File: config.mk
export PLATFORM = sky130hd
export DESIGN_NAME = horspool_substring_search
export DESIGN_NICKNAME = d
export VERILOG_FILES = /design/src/rtl/core/hss_pkg.sv /design/src/rtl/core/hss_cell.sv /design/src/rtl/core/horspool_substring_search.sv
export VERILOG_INCLUDE_DIRS = /design/src /design/src/rtl/core
export SDC_FILE = /design/constraint.sdc
export NUM_CORES = 1
export LEC_CHECK = 0
export CELL_PAD_IN_SITES_DETAIL_PLACEMENT = 0
export CELL_PAD_IN_SITES_GLOBAL_PLACEMENT = 1
export CORE_MARGIN = 2
export CORE_UTILIZATION = 25
export CTS_CLUSTER_DIAMETER = 200
export DETAILED_ROUTE_END_ITERATION = 7
export DONT_BUFFER_PORTS = 1
export PLACE_DENSITY = 0.47
export REMOVE_ABC_BUFFERS = 1
export SETUP_SLACK_MARGIN = 0.15
export SLEW_MARGIN = 20
export SYNTH_ARGS = -nofsm -noshare
export SYNTH_HDL_FRONTEND = slang
export SYNTH_SLANG_ARGS = --single-unit
File: constraint.sdc
create_clock -name clk -period 8.55 [get_ports clk]
set_input_delay 0.4275 -clock clk [delete_from_list [all_inputs] [get_ports clk]]
set_output_delay 0.4275 -clock clk [all_outputs]
set_load 0.005 [all_outputs]
File: src/rtl/core/horspool_substring_search_assert.svh
// assertion macros for the substring search block
`ifndef HORSPOOL_SUBSTRING_SEARCH_ASSERT_SVH
`define HORSPOOL_SUBSTRING_SEARCH_ASSERT_SVH

// same-cycle implication, clocked on clk, off during reset
`define HSS_ASSERT_NOW(lbl, ante, cons, msg) \
	lbl: assert property (@(posedge clk) disable iff (!arst_n) (ante) |-> (cons)) \
		else $error(msg);

// next-cycle implication, clocked on clk, off during reset
`define HSS_ASSERT_NEXT(lbl, ante, cons, msg) \
	lbl: assert property (@(posedge clk) disable iff (!arst_n) (ante) |=> (cons)) \
		else $error(msg);

`endif

File: src/rtl/core/hss_pkg.sv
package hss_pkg;

	localparam int LEN_W = 5;
	localparam int CFG_W = 64;

	typedef logic [7:0] byte_t;

	typedef enum logic [1:0] {
		CFG_PAT_LO  = 2'd0,
		CFG_PAT_HI  = 2'd1,
		CFG_PAT_LEN = 2'd2
	} cfg_reg_t;

	typedef struct packed {
		logic hit;
		logic occ;
	} cell_res_t;

	// printable bytes keep their value, all others share class zero
	function automatic byte_t char_class(input byte_t b);
		byte_t c;
		c = ((b >= 8'd32) && (b <= 8'd126)) ? b : 8'd0;
		return c;
	endfunction

endpackage

File: src/rtl/core/hss_cell.sv
module hss_cell (
	input  logic              clk,
	input  logic              shift_en,
	input  hss_pkg::byte_t    din,
	output hss_pkg::byte_t    dout,
	input  hss_pkg::byte_t    aligned_byte,
	input  logic              align_on,
	input  hss_pkg::byte_t    pat_raw,
	input  logic              occ_on,
	input  hss_pkg::byte_t    text_class,
	output hss_pkg::cell_res_t res
);

	hss_pkg::byte_t window_q;

	always_ff @(posedge clk) begin
		if (shift_en) begin
			window_q <= din;
		end
	end

	assign dout = window_q;

	// compare the incoming window byte, and check pattern class against text class
	assign res.hit = !align_on || (din == aligned_byte);
	assign res.occ = occ_on && (hss_pkg::char_class(pat_raw) == text_class);

endmodule

File: src/rtl/core/horspool_substring_search.sv
// result: a result is registered in the cycle after the request that causes it
// throughput: one text byte per cycle; window compare and shift select are done
// in parallel over the cell row, gated only by a stalled result register
// reset: pattern cleared, length 1, byte index zero, no result pending;
// window bytes are not reset
module horspool_substring_search #(
	parameter int PATTERN_MAX = 16,
	parameter int INDEX_BITS  = 32
) (
	input  logic        clk,
	input  logic        arst_n,
	input  logic        text_valid,
	output logic        text_ready,
	input  logic [7:0]  text_byte,
	input  logic        last_byte,
	output logic        result_valid,
	input  logic        result_ready,
	output logic        found,
	output logic [31:0] match_end,
	input  logic        cfg_valid,
	output logic        cfg_ready,
	input  logic [1:0]  cfg_index,
	input  logic [63:0] cfg_data
);

	`include "horspool_substring_search_assert.svh"

	logic [hss_pkg::CFG_W-1:0] pat_lo_q;
	logic [hss_pkg::CFG_W-1:0] pat_hi_q;
	logic [hss_pkg::LEN_W-1:0] plen_q;
	logic [hss_pkg::LEN_W-1:0] len;

	hss_pkg::byte_t pat [16];
	hss_pkg::byte_t apat [PATTERN_MAX];
	logic [PATTERN_MAX-1:0] align_on;
	logic [PATTERN_MAX-1:0] occ_on;
	hss_pkg::byte_t chain [PATTERN_MAX+1];
	hss_pkg::cell_res_t res [PATTERN_MAX];
	logic [PATTERN_MAX-1:0] hits;
	logic [PATTERN_MAX-1:0] occs;
	hss_pkg::byte_t text_class;
	logic [hss_pkg::LEN_W-1:0] shift_amt;

	logic [INDEX_BITS-1:0] byte_index_q, byte_index_d;
	logic [INDEX_BITS-1:0] next_check_q, next_check_d;
	logic                  done_q, done_d;
	logic [INDEX_BITS-1:0] cur_check;
	logic [INDEX_BITS-1:0] idx_inc;
	logic [INDEX_BITS-1:0] len_m1;
	logic                  at_check;
	logic                  hit_now;
	logic                  accept;
	logic                  shift_en;

	logic        load_res;
	logic        found_d;
	logic [31:0] match_end_d;
	logic        found_q;
	logic [31:0] match_end_q;
	logic        result_valid_q;

	assign cfg_ready = 1'b1;

	always_ff @(posedge clk or negedge arst_n) begin
		if (!arst_n) begin
			pat_lo_q <= '0;
			pat_hi_q <= '0;
			plen_q   <= hss_pkg::LEN_W'(1);
		end else if (cfg_valid) begin
			case (cfg_index)
				hss_pkg::CFG_PAT_LO:  pat_lo_q <= cfg_data;
				hss_pkg::CFG_PAT_HI:  pat_hi_q <= cfg_data;
				hss_pkg::CFG_PAT_LEN: plen_q   <= cfg_data[hss_pkg::LEN_W-1:0];
				default: ;
			endcase
		end
	end

	// effective length, clamped to 1..PATTERN_MAX
	always_comb begin
		if (plen_q == '0) begin
			len = hss_pkg::LEN_W'(1);
		end else if (plen_q > hss_pkg::LEN_W'(PATTERN_MAX)) begin
			len = hss_pkg::LEN_W'(PATTERN_MAX);
		end else begin
			len = plen_q;
		end
	end

	always_comb begin
		for (int i = 0; i < 8; i++) begin
			pat[i]     = pat_lo_q[8*i +: 8];
			pat[i + 8] = pat_hi_q[8*i +: 8];
		end
	end

	// pattern byte aligned to each window position, newest byte at cell 0
	always_comb begin
		logic [hss_pkg::LEN_W-1:0] pidx;
		for (int k = 0; k < PATTERN_MAX; k++) begin
			pidx        = len - hss_pkg::LEN_W'(k) - hss_pkg::LEN_W'(1);
			align_on[k] = hss_pkg::LEN_W'(k) < len;
			occ_on[k]   = (hss_pkg::LEN_W'(k) + hss_pkg::LEN_W'(1)) < len;
			apat[k]     = pat[pidx[3:0]];
		end
	end

	assign text_class = hss_pkg::char_class(text_byte);
	assign chain[0]   = text_byte;

	for (genvar k = 0; k < PATTERN_MAX; k++) begin : g_cell
		hss_cell u_cell (
			.clk          (clk),
			.shift_en     (shift_en),
			.din          (chain[k]),
			.dout         (chain[k+1]),
			.aligned_byte (apat[k]),
			.align_on     (align_on[k]),
			.pat_raw      (pat[k]),
			.occ_on       (occ_on[k]),
			.text_class   (text_class),
			.res          (res[k])
		);
		assign hits[k] = res[k].hit;
		assign occs[k] = res[k].occ;
	end

	// bad-character shift: last earlier occurrence wins
	always_comb begin
		shift_amt = len;
		for (int i = 0; i < PATTERN_MAX; i++) begin
			if (occs[i]) begin
				shift_amt = len - hss_pkg::LEN_W'(i) - hss_pkg::LEN_W'(1);
			end
		end
	end

	assign text_ready = !result_valid_q || result_ready;
	assign accept     = text_valid && text_ready;
	assign shift_en   = accept && !done_q;

	assign len_m1    = INDEX_BITS'(len - hss_pkg::LEN_W'(1));
	assign cur_check = (byte_index_q == '0) ? len_m1 : next_check_q;
	assign idx_inc   = byte_index_q + INDEX_BITS'(1);
	assign at_check  = byte_index_q == cur_check;
	assign hit_now   = at_check && (&hits);

	always_comb begin
		byte_index_d = byte_index_q;
		next_check_d = next_check_q;
		done_d       = done_q;
		load_res     = 1'b0;
		found_d      = 1'b0;
		match_end_d  = '0;
		if (accept) begin
			if (done_q) begin
				if (last_byte) begin
					byte_index_d = '0;
					next_check_d = len_m1;
					done_d       = 1'b0;
				end else begin
					byte_index_d = idx_inc;
				end
			end else if (hit_now) begin
				load_res    = 1'b1;
				found_d     = 1'b1;
				match_end_d = 32'(byte_index_q);
				if (last_byte) begin
					byte_index_d = '0;
					next_check_d = len_m1;
				end else begin
					done_d       = 1'b1;
					byte_index_d = idx_inc;
					next_check_d = cur_check;
				end
			end else begin
				if (last_byte) begin
					load_res     = 1'b1;
					byte_index_d = '0;
					next_check_d = len_m1;
				end else begin
					byte_index_d = idx_inc;
					next_check_d = at_check ? (byte_index_q + INDEX_BITS'(shift_amt))
						: cur_check;
				end
			end
		end
	end

	always_ff @(posedge clk or negedge arst_n) begin
		if (!arst_n) begin
			byte_index_q   <= '0;
			next_check_q   <= '0;
			done_q         <= 1'b0;
			result_valid_q <= 1'b0;
		end else begin
			byte_index_q <= byte_index_d;
			next_check_q <= next_check_d;
			done_q       <= done_d;
			if (load_res) begin
				result_valid_q <= 1'b1;
			end else if (result_ready) begin
				result_valid_q <= 1'b0;
			end
		end
	end

	always_ff @(posedge clk) begin
		if (load_res) begin
			found_q     <= found_d;
			match_end_q <= match_end_d;
		end
	end

	assign result_valid = result_valid_q;
	assign found        = found_q;
	assign match_end    = match_end_q;

	`HSS_ASSERT_NOW(a_nomatch_zero_end, result_valid && !found, match_end == '0,
		"end-of-text result without match carries nonzero end index")
	`HSS_ASSERT_NOW(a_stall_only_when_full, !text_ready, result_valid && !result_ready,
		"text request stalled while result slot is free")
	`HSS_ASSERT_NEXT(a_silent_after_match,
		accept && done_q && !(result_valid && !result_ready), !result_valid,
		"result produced after a match within the same text")
	`HSS_ASSERT_NEXT(a_match_sets_done, accept && !done_q && hit_now && !last_byte, done_q,
		"match inside a text did not end the search")

endmodule
==> results.md, run 1 <==
- The worst hold path passes through 3 cells.
- The headroom to the max-slew limit is 23.1%.
- The static leakage is 13.2 nW.
- The number of gates resized after CTS is 0.
- The clock tree from TritonCTS is built.
- The type of the worst setup path is reg -> reg.
- The overall via count from detail_route is 30.9k.
- The flow ran to the end, and the final reports show no timing, DRC or antenna violations.
- Sequential elements use 31.0% of the synthesized area.
- The first-pass GRT wire length is 247000 um.
- Once detailed placement completed, the half-perimeter wirelength came to 131000 um.
- The number of design rule violations left after detail routing is 0.
- The remaining antenna violation count is 0.
- The post-synthesis cell count is 3620.
- The total of warnings raised by yosys is 0.
- The later pin in the worst-skew pair is clocked with a latency of 0.66 ns.
- The number of clock sinks is 352.
- The tree is rooted in a sky130_fd_sc_hd__clkbuf_16.
- Including well taps, the total number of placed cells is 5038.
- Based on the critical path, the design can be clocked at up to 130 MHz.
- The pin count of the biggest net entering global routing is 200.
- Setup repair after global routing left no endpoint under its margin.
- The worst path needs 7.67 ns of the cycle, external delays included.
- The finished layout holds 5200 standard cells, fillers aside.
- The first detailed-routing pass ran for 6 iterations.
- The most frequently used flop master after synthesis is sky130_fd_sc_hd__dfrtp_1.
- The depth of the most critical reg-to-reg path is 18.
- By area the synthesized netlist is led by sky130_fd_sc_hd__dfrtp_1, sky130_fd_sc_hd__edfxtp_1, sky130_fd_sc_hd__mux2_2, sky130_fd_sc_hd__mux4_2, sky130_fd_sc_hd__nand2_1.
- After the first detailed-routing iteration, the DRC count stood at 3839.
- The area of the mapped netlist is 30900 um2.
- Routability-driven placement finished with a final weighted congestion of 0.977.
- Clock-pin slew was measured on the worst setup and hold paths at 0.06 ns.
- Data arrives at the worst endpoint at 8.15 ns.
- IR analysis of the VDD net gives a maximum drop of 0.000214 V.
- The top-level I/O count is 116.
- The type of origin of the critical path is a flop.
- Of the cells placed in the final design, the portion with a size suffix greater than 1 is 14.6%.
- The tool flagged a number of max-cap violations equal to 0.
- The number of register bits inferred by synthesis is 352.
- After synthesis, the netlist uses 95 different library cells.
- The cell type with the highest aggregate area in the netlist is sky130_fd_sc_hd__dfrtp_1.
- The number of buffers created by CTS is 47.
- In this run the power density over the cells is 305 nW/um2.
- After detailed routing, the average wire length per cell comes to 34.5 um.
- Along the worst path, the maximum fanout reaches 36.
- For this run the aggregate overflow at the end of global routing stands at 0.
- Clock skew on the completed layout was measured at 0.0456 ns.
- The area of the placeable core is 123000 um2.
- The synthesized design contains 153 enable-type register cells.
- The total number of placement rows is 129.
- The number of buffers added on ports is 0.
- The proportion of synthesized flip-flops having asynchronous set or reset is 56.5%.
- The worst-margin pin slew is 1.15 ns.
- Summed over all failing endpoints, the final setup total negative slack is 0 ns.
- The global-route usage over all layers is 27.7%.
- In this run the horizontal extent of the chip is 356 um.
- For the worst setup path, the data required time is 9.03 ns.
- The number of global-route vias before repair is 29.3k.
- The type of destination of the critical path is a flop.
- The area of the die is 126000 um2.
- The initial utilization of the core area, before any placement, comes to 25.1%.
- The count of final hold-check violations is 0.
- The number of vias per cell after detailed routing is 5.94.
- The final cycle utilization of the critical path is 89.7%.
- The average instance in the mapped netlist occupies 8.54 um2.
- The share of synthesized area in the top cell type comes to 16.0%.
- The H-tree was split into 2 levels.
- The longest clock path from root to sink contains 3 buffers.
- The number of antenna violations at the first check in global routing is 20.
- At the end of the flow, the number of nets in the layout was 3629.
- After detailed routing, the total wire length is 180000 um.
- The count of final max-slew check failures came to 0.
- The die height is 356 um.
- Setup violations remaining at the end of the flow were counted as 0.
- The worst min-delay path category is in -> reg.
- The area added between synthesis and finish is 13.7%.
-- cells by family after synthesis --
group	count (synthesis)	synth area share [%]
other	1	0.0121
buffers and inverters	451	5.82
and+or+nand+nor	1231	20.2
DFF	352	31.0
xor gates and xnor gates	198	5.77
AOI/OAI and AO/OA	1012	21.4
adders and majority gates	22	0.915
muxes	353	14.9
-- stage by stage --
stage | util, % | instance area [um2] | power [mW] | setup slack, ns | hold slack, ns
after detailed placement | 26.7 | 32900 | 8.50 | 1.10 | 0.139
after CTS | 28.5 | 35100 | 10.6 | 1.10 | 0.0244
after global placement | 26.7 | 32900 | 8.52 | 1.12 | 0.140
after global routing | 28.5 | 35200 | 11.1 | 0.722 | 0.0548
after floorplan | - | 29400 | 5.95 | -6.56 | 0.132
final | 28.5 | 35200 | 10.7 | 0.880 | 0.0563
-- registers in the layout (all words and copies together) (netlist names) --
signal              cells
byte_index_q           32
done_q                  1
found                   1
g_cell.u_cell.dout    120
match_end              32
next_check_q           32
pat_hi_q               64
pat_lo_q               64
plen_q                  5
result_valid            1
-- cell usage after synthesis (18+ instances only) --
cell type and number:
sky130_fd_sc_hd__a211oi_1 94, sky130_fd_sc_hd__a21oi_1 177, sky130_fd_sc_hd__a22oi_1 98, sky130_fd_sc_hd__a31oi_1 58, sky130_fd_sc_hd__and3_1 114, sky130_fd_sc_hd__buf_1 43, sky130_fd_sc_hd__buf_2 49, sky130_fd_sc_hd__clkbuf_1 284
sky130_fd_sc_hd__dfrtp_1 198, sky130_fd_sc_hd__edfxtp_1 153, sky130_fd_sc_hd__ha_1 21, sky130_fd_sc_hd__inv_1 61, sky130_fd_sc_hd__mux2_2 148, sky130_fd_sc_hd__mux2i_1 133, sky130_fd_sc_hd__mux4_2 72, sky130_fd_sc_hd__nand2_1 367
sky130_fd_sc_hd__nand2b_1 139, sky130_fd_sc_hd__nand3_1 173, sky130_fd_sc_hd__nand4_1 52, sky130_fd_sc_hd__nor2_1 179, sky130_fd_sc_hd__nor2b_1 18, sky130_fd_sc_hd__nor3_1 40, sky130_fd_sc_hd__nor4_1 21, sky130_fd_sc_hd__o2111ai_1 30
sky130_fd_sc_hd__o211ai_1 24, sky130_fd_sc_hd__o21a_1 20, sky130_fd_sc_hd__o21ai_0 270, sky130_fd_sc_hd__o21ai_1 23, sky130_fd_sc_hd__o221ai_1 20, sky130_fd_sc_hd__o22a_1 23, sky130_fd_sc_hd__o22ai_1 36, sky130_fd_sc_hd__or3_1 47
sky130_fd_sc_hd__xnor2_1 116, sky130_fd_sc_hd__xor2_1 77
-- cells in the final DEF (no fill, tap or decap), types with 74 or more instances in the layout --
master,Yosys,final
sky130_fd_sc_hd__nand3_1,173,173
sky130_fd_sc_hd__xor2_1,77,77
sky130_fd_sc_hd__a22oi_1,98,98
sky130_fd_sc_hd__nand2_1,367,367
sky130_fd_sc_hd__dfrtp_1,198,196
sky130_fd_sc_hd__mux2_2,148,148
sky130_fd_sc_hd__a211oi_1,94,94
sky130_fd_sc_hd__buf_4,3,162
sky130_fd_sc_hd__a21oi_1,177,176
sky130_fd_sc_hd__mux2i_1,133,133
sky130_fd_sc_hd__xnor2_1,116,113
sky130_fd_sc_hd__dlygate4sd3_1,0,74
sky130_fd_sc_hd__edfxtp_1,153,153
sky130_fd_sc_hd__o21ai_0,270,268
sky130_fd_sc_hd__nor2_1,179,176
sky130_fd_sc_hd__and3_1,114,114
sky130_fd_sc_hd__nand2b_1,139,136
-- per-layer routing --
layer	share of wire, %	up-vias	GRT usage [%]
li1	-	13305	-
met1	43	15618	38.0
met2	43	1588	41.4
met3	7.7	347	4.98
met4	6.2	4	14.4
met5	0.012	-	0
-- layout make-up --
type,count,area [um2]
inverter,67,255
clock buffer,60,1290
antenna,3,7.51
timing repair buffer,242,2080
fill,13121,88000
tap,1637,2050
multi-input combinational,2817,19700
sequential,352,9580
clock inverter,22,200
-- critical path, cell delays in order (launching register included) --
cell                       delay [ns]
sky130_fd_sc_hd__dfrtp_4         0.79
sky130_fd_sc_hd__nor4_4          0.13
sky130_fd_sc_hd__nor2_4          0.44
sky130_fd_sc_hd__ha_1            0.54
sky130_fd_sc_hd__clkinv_1        0.44
sky130_fd_sc_hd__xnor3_2         1.03
sky130_fd_sc_hd__buf_4           0.32
sky130_fd_sc_hd__nor2_1          0.07
sky130_fd_sc_hd__a211oi_1        0.24
sky130_fd_sc_hd__a31oi_1         0.06
sky130_fd_sc_hd__mux4_2          0.50
sky130_fd_sc_hd__xor2_1          0.16
sky130_fd_sc_hd__nor4_1          0.74
sky130_fd_sc_hd__a31oi_1         0.32
sky130_fd_sc_hd__buf_4           0.26
sky130_fd_sc_hd__o311ai_1        0.26
sky130_fd_sc_hd__buf_4           0.27
sky130_fd_sc_hd__and3_1          0.67
sky130_fd_sc_hd__o211ai_1        0.19
-- path summary, 6_finish.rpt --
kind	slack, ns	end	startpoint
setup / recovery	0.88	next_check_q[28]$_DFFE_PN0P_	plen_q[1]$_DFFE_PN0P_
hold / removal	0.06	byte_index_q[2]$_DFFE_PN0P_	last_byte
setup reg to reg	0.88	next_check_q[28]$_DFFE_PN0P_	plen_q[1]$_DFFE_PN0P_
hold reg to reg	0.47	g_cell[4].u_cell.dout[4]$_DFFE_PP_	g_cell[3].u_cell.dout[4]$_DFFE_PP_
max in group asynchronous	6.96	byte_index_q[19]$_DFFE_PN0P_	arst_n
min in group asynchronous	0.38	pat_lo_q[58]$_DFFE_PN0P_	arst_n
-- power breakdown --
part / leakage (nW) / internal, mW / switching, mW
logic: 8.59 / 2.16 / 4.07
clock network: 0.723 / 1.12 / 0.875
registers: 3.93 / 2.00 / 0.483
-- timing repair --
action                                 4_1_cts  5_1_grt
setup buffers                                0        0
endpoints found under the hold margin      343        0
hold buffers                                75        0
(Power assumes the default switching activity.)
==> inputs of run 2 (changes only) <==
--- a/config.mk
+++ b/config.mk
@@ -13,6 +13,7 @@
 export CTS_CLUSTER_DIAMETER = 200
 export DETAILED_ROUTE_END_ITERATION = 7
 export DONT_BUFFER_PORTS = 1
+export HOLD_SLACK_MARGIN = 0.12
 export PLACE_DENSITY = 0.47
 export REMOVE_ABC_BUFFERS = 1
 export SETUP_SLACK_MARGIN = 0.15
==> run 2 against run 1 <==
Sequential share of layout area about the same. Largest cell class unchanged. Worst setup slack improved by 0.073 ns. Highest routed layer unchanged. Combinational power about the same. Via count increased by 0.13%. Flip-flop and latch count unchanged. First-iteration DRC count decreased by 0.63%. Sequential power about the same. Largest power group unchanged. Power about the same. Final cell count about the same. Clock-buffer cell count unchanged. Critical path type unchanged. Register-to-register slack improved by 0.07 ns.
==> results.md, run 2 (synthesis results as in run 1) <==
- The endpoint of the worst-slack reg-to-reg timing path is next_check_q[23]$_DFFE_PN0P_.
- 116 I/O pins were placed.
- The detailed-route wire length per cell is 34.6 um.
- The clock drives 352 sinks.
- The required arrival time at the worst endpoint is 9.04 ns.
- The combinational share of power is 58.2%.
- The number of buffer and inverter stages on the critical path is 4.
- STA classifies the critical path startpoint as a flop.
- The total negative setup slack is 0 ns.
- The reg-to-reg setup timing slack is 0.95 ns.
- The total number of H-tree levels is 2.
- The cell sitting at the root of the clock tree is a sky130_fd_sc_hd__clkbuf_16.
- The worst pin sits at a relative slew slack of 20.0%.
- The type of the worst setup path is reg -> reg.
- The effective utilization at floorplan is 25.1%.
- The fraction of power consumed by the clock network is 18.6%.
- The worst min-delay path category is in -> reg.
- The number of placed instances, taps included, is 5038.
- After floorplanning, the core was sized to cover 123000 um2.
- The worst vdd rail ir drop is 0.000214 V.
- In this run the power density over the cells is 305 nW/um2.
- The final worst-path setup slack is 0.953 ns.
- By instance count, the cell type seen most on the critical path is sky130_fd_sc_hd__buf_4.
- Detailed placement ended at an HPWL of 131000 um.
- The peak fanout along the critical path is 36.
- In this run the power spent charging and discharging nets is 5.44 mW.
- Once detail routing completed, the nets flagged for antenna violations numbered 0.
- The maximum achievable frequency is 132 MHz.
- The net count of the finished layout is 3629.
- The first-pass GRT wire length is 247000 um.
- Setup violations remaining at the end of the flow were counted as 0.
- In this run the worst setup path begins at plen_q[1]$_DFFE_PN0P_.
- Of the available clock period, the critical path in the final layout requires 88.9%.
- The maximum buffer depth of the clock tree is 3.
- Global routing finished with a remaining overflow of 0.
- The count of final max-slew check failures is 0.
- The horizontal extent of the die is 356 um.
- The share of cells above drive strength 1 is 14.6%.
- The depth of the most critical reg-to-reg path is 18.
- The end of the critical path is next_check_q[23]$_DFFE_PN0P_.
- The minimum clock period is 7.60 ns.
- The total number of placement rows is 129.
- The count of final hold-check violations is 0.
- The die is 356 um tall.
- The cell area after placement is 32900 um2.
- Detailed routing inserted a total of 30.9k vias.
- The run finished with clean final reports.
- For this run, the slowest stage of the critical path takes 1.04 ns.
- The arrival time reported for the critical path endpoint is 8.08 ns.
- The number of global-route vias before repair is 29.3k.
- The sequential cell fraction of total power is 23.1%.
- After the first detailed-routing iteration, the DRC count stood at 3815.
- The number of detailed-route iterations in the first pass is 6.
- After the flow finishes, the layout carries non-filler instances totaling 5198.
- The die covers 126000 um2.
- The switching power share of the total is 50.7%.
- In the layout the commonest cells are sky130_fd_sc_hd__nand2_1, sky130_fd_sc_hd__o21ai_0, sky130_fd_sc_hd__dfrtp_1.
- Internal power comes to 5.29 mW.
- STA classifies the critical path endpoint as a flop.
- The number of antenna violations at the first check in global routing is 19.
- Global routing used 27.7% of the available tracks across all layers.
- The total of fill cells in the finished design is 13.1k.
- The number of buffers created by CTS is 47.
- The clock slew at the register clock pins of the worst setup and hold paths is 0.06 ns.
- The number of buffers added on ports is 0.
- The flip-flop count of the largest register, all copies and words added is 120.
- Overall power consumption after layout is estimated at 10.7 mW.
- The area growth from synthesis to layout is 13.7%.
- The placer congestion estimate is 0.977.
- The critical path runs through a total of 18 cells.
- Summed over all cells, the static leakage comes to 13.2 nW.
- Setup repair after global routing left no endpoint under its margin.
- The area of all placed cells without fillers is 35200 um2.
- For the final database, setup skew stands at 0.0445 ns.
- Entering global routing, the biggest net connects 200 pins.
- Clock latency on the worst-skew pair, taken at its later pin, is 0.66 ns.
- The worst-margin pin slew is 1.19 ns.
- TritonCTS built the clock tree.
- Timing analysis after detailed placement gives a worst setup slack of 1.10 ns.
- The tool flagged a number of max-cap violations equal to 0.
- The number of design rule violations left after detail routing is 0.
- The cell type of the slowest stage on the worst timing path is sky130_fd_sc_hd__xnor3_2.
- The number of vias per cell after detailed routing is 5.95.
- The critical register-to-register path startpoint is plen_q[1]$_DFFE_PN0P_.
- Leaving out fill and tap cells, the most frequent cell in the layout is sky130_fd_sc_hd__nand2_1.
- The critical path goes through nor4_4, nor2_4, ha_1, clkinv_1, xnor3_2, buf_4, nor2_1, a211oi_1, a31oi_1, mux4_2, xor2_1, nor4_1, a31oi_1, buf_4, o311ai_1, buf_4, and3_1, o211ai_1.
- The dominant delay contributor by cell family on the critical path is simple AND/OR/NAND/NOR gates.
- After detailed routing, the total wire length is 180000 um.
==> run 2: layout make-up <==
cell class	count	area (um2)	area share, %
Clock buffer	60	1290	3.66
Antenna cell	1	2.50	0.00712
Sequential cell	352	9580	27.3
Clock inverter	22	200	0.569
Tap cell	1637	2050	5.83
Timing Repair Buffer	242	2080	5.91
Multi-Input combinational cell	2817	19700	56.1
Inverter	67	255	0.726
==> run 2: what timing repair did <==
item                      CTS  global route
hold buffers               75             0
buffers inserted            0             0
resized for setup           0             0
hold endpoints to repair  348             0
==> run 2: how the worst min path moves through the flow <==
| stage | start | to | cells past startpoint | slack (ns) |
|---|---|---|---|---|
| after floorplan | arst_n | byte_index_q[0]$_DFFE_PN0P_ | 0 | 0.13 |
| after global placement | arst_n | pat_hi_q[41]$_DFFE_PN0P_ | 0 | 0.14 |
| after detailed placement | arst_n | pat_hi_q[42]$_DFFE_PN0P_ | 0 | 0.14 |
| after CTS | result_ready | result_valid$_DFFE_PN0P_ | 2 | 0.14 |
| after global routing | result_ready | result_valid$_DFFE_PN0P_ | 2 | 0.17 |
| final | last_byte | next_check_q[10]$_DFFE_PN0P_ | 4 | 0.19 |
==> run 2: routing by layer <==
layer  global-route usage [%]  share of wire, %  up-vias
met3                     5.02               7.9      343
met1                     38.0                43    15572
li1                         -                 -    13322
met5                        0             0.012        -
met2                     41.3                43     1662
met4                     14.4               6.1        4
==> run 2: metrics by stage <==
stage / hold WS [ns] / utilization (%)
final: 0.188 / 28.5
after global routing: 0.171 / 28.5
after CTS: 0.139 / 28.5
after detailed placement: 0.139 / 26.7
after global placement: 0.140 / 26.7
after floorplan: 0.132 / -
==> run 2: worst min-delay path, cell delays in order <==
cell	delay, ns
sky130_fd_sc_hd__nand2_1	0.07
sky130_fd_sc_hd__o21ai_0	0.09
sky130_fd_sc_hd__o211ai_1	0.09
sky130_fd_sc_hd__o311ai_0	0.09
==> run 2: power by group through the flow <==
| stage | registers, mW | logic (mW) | clock network [mW] |
|---|---|---|---|
| floorplan | 2.35 | 3.60 | 0 |
| global placement | 2.49 | 6.04 | 0 |
| detailed placement | 2.48 | 6.02 | 0 |
| CTS | 2.45 | 6.10 | 2.04 |
| global route | 2.48 | 6.57 | 2.09 |
| finish | 2.48 | 6.24 | 2.00 |
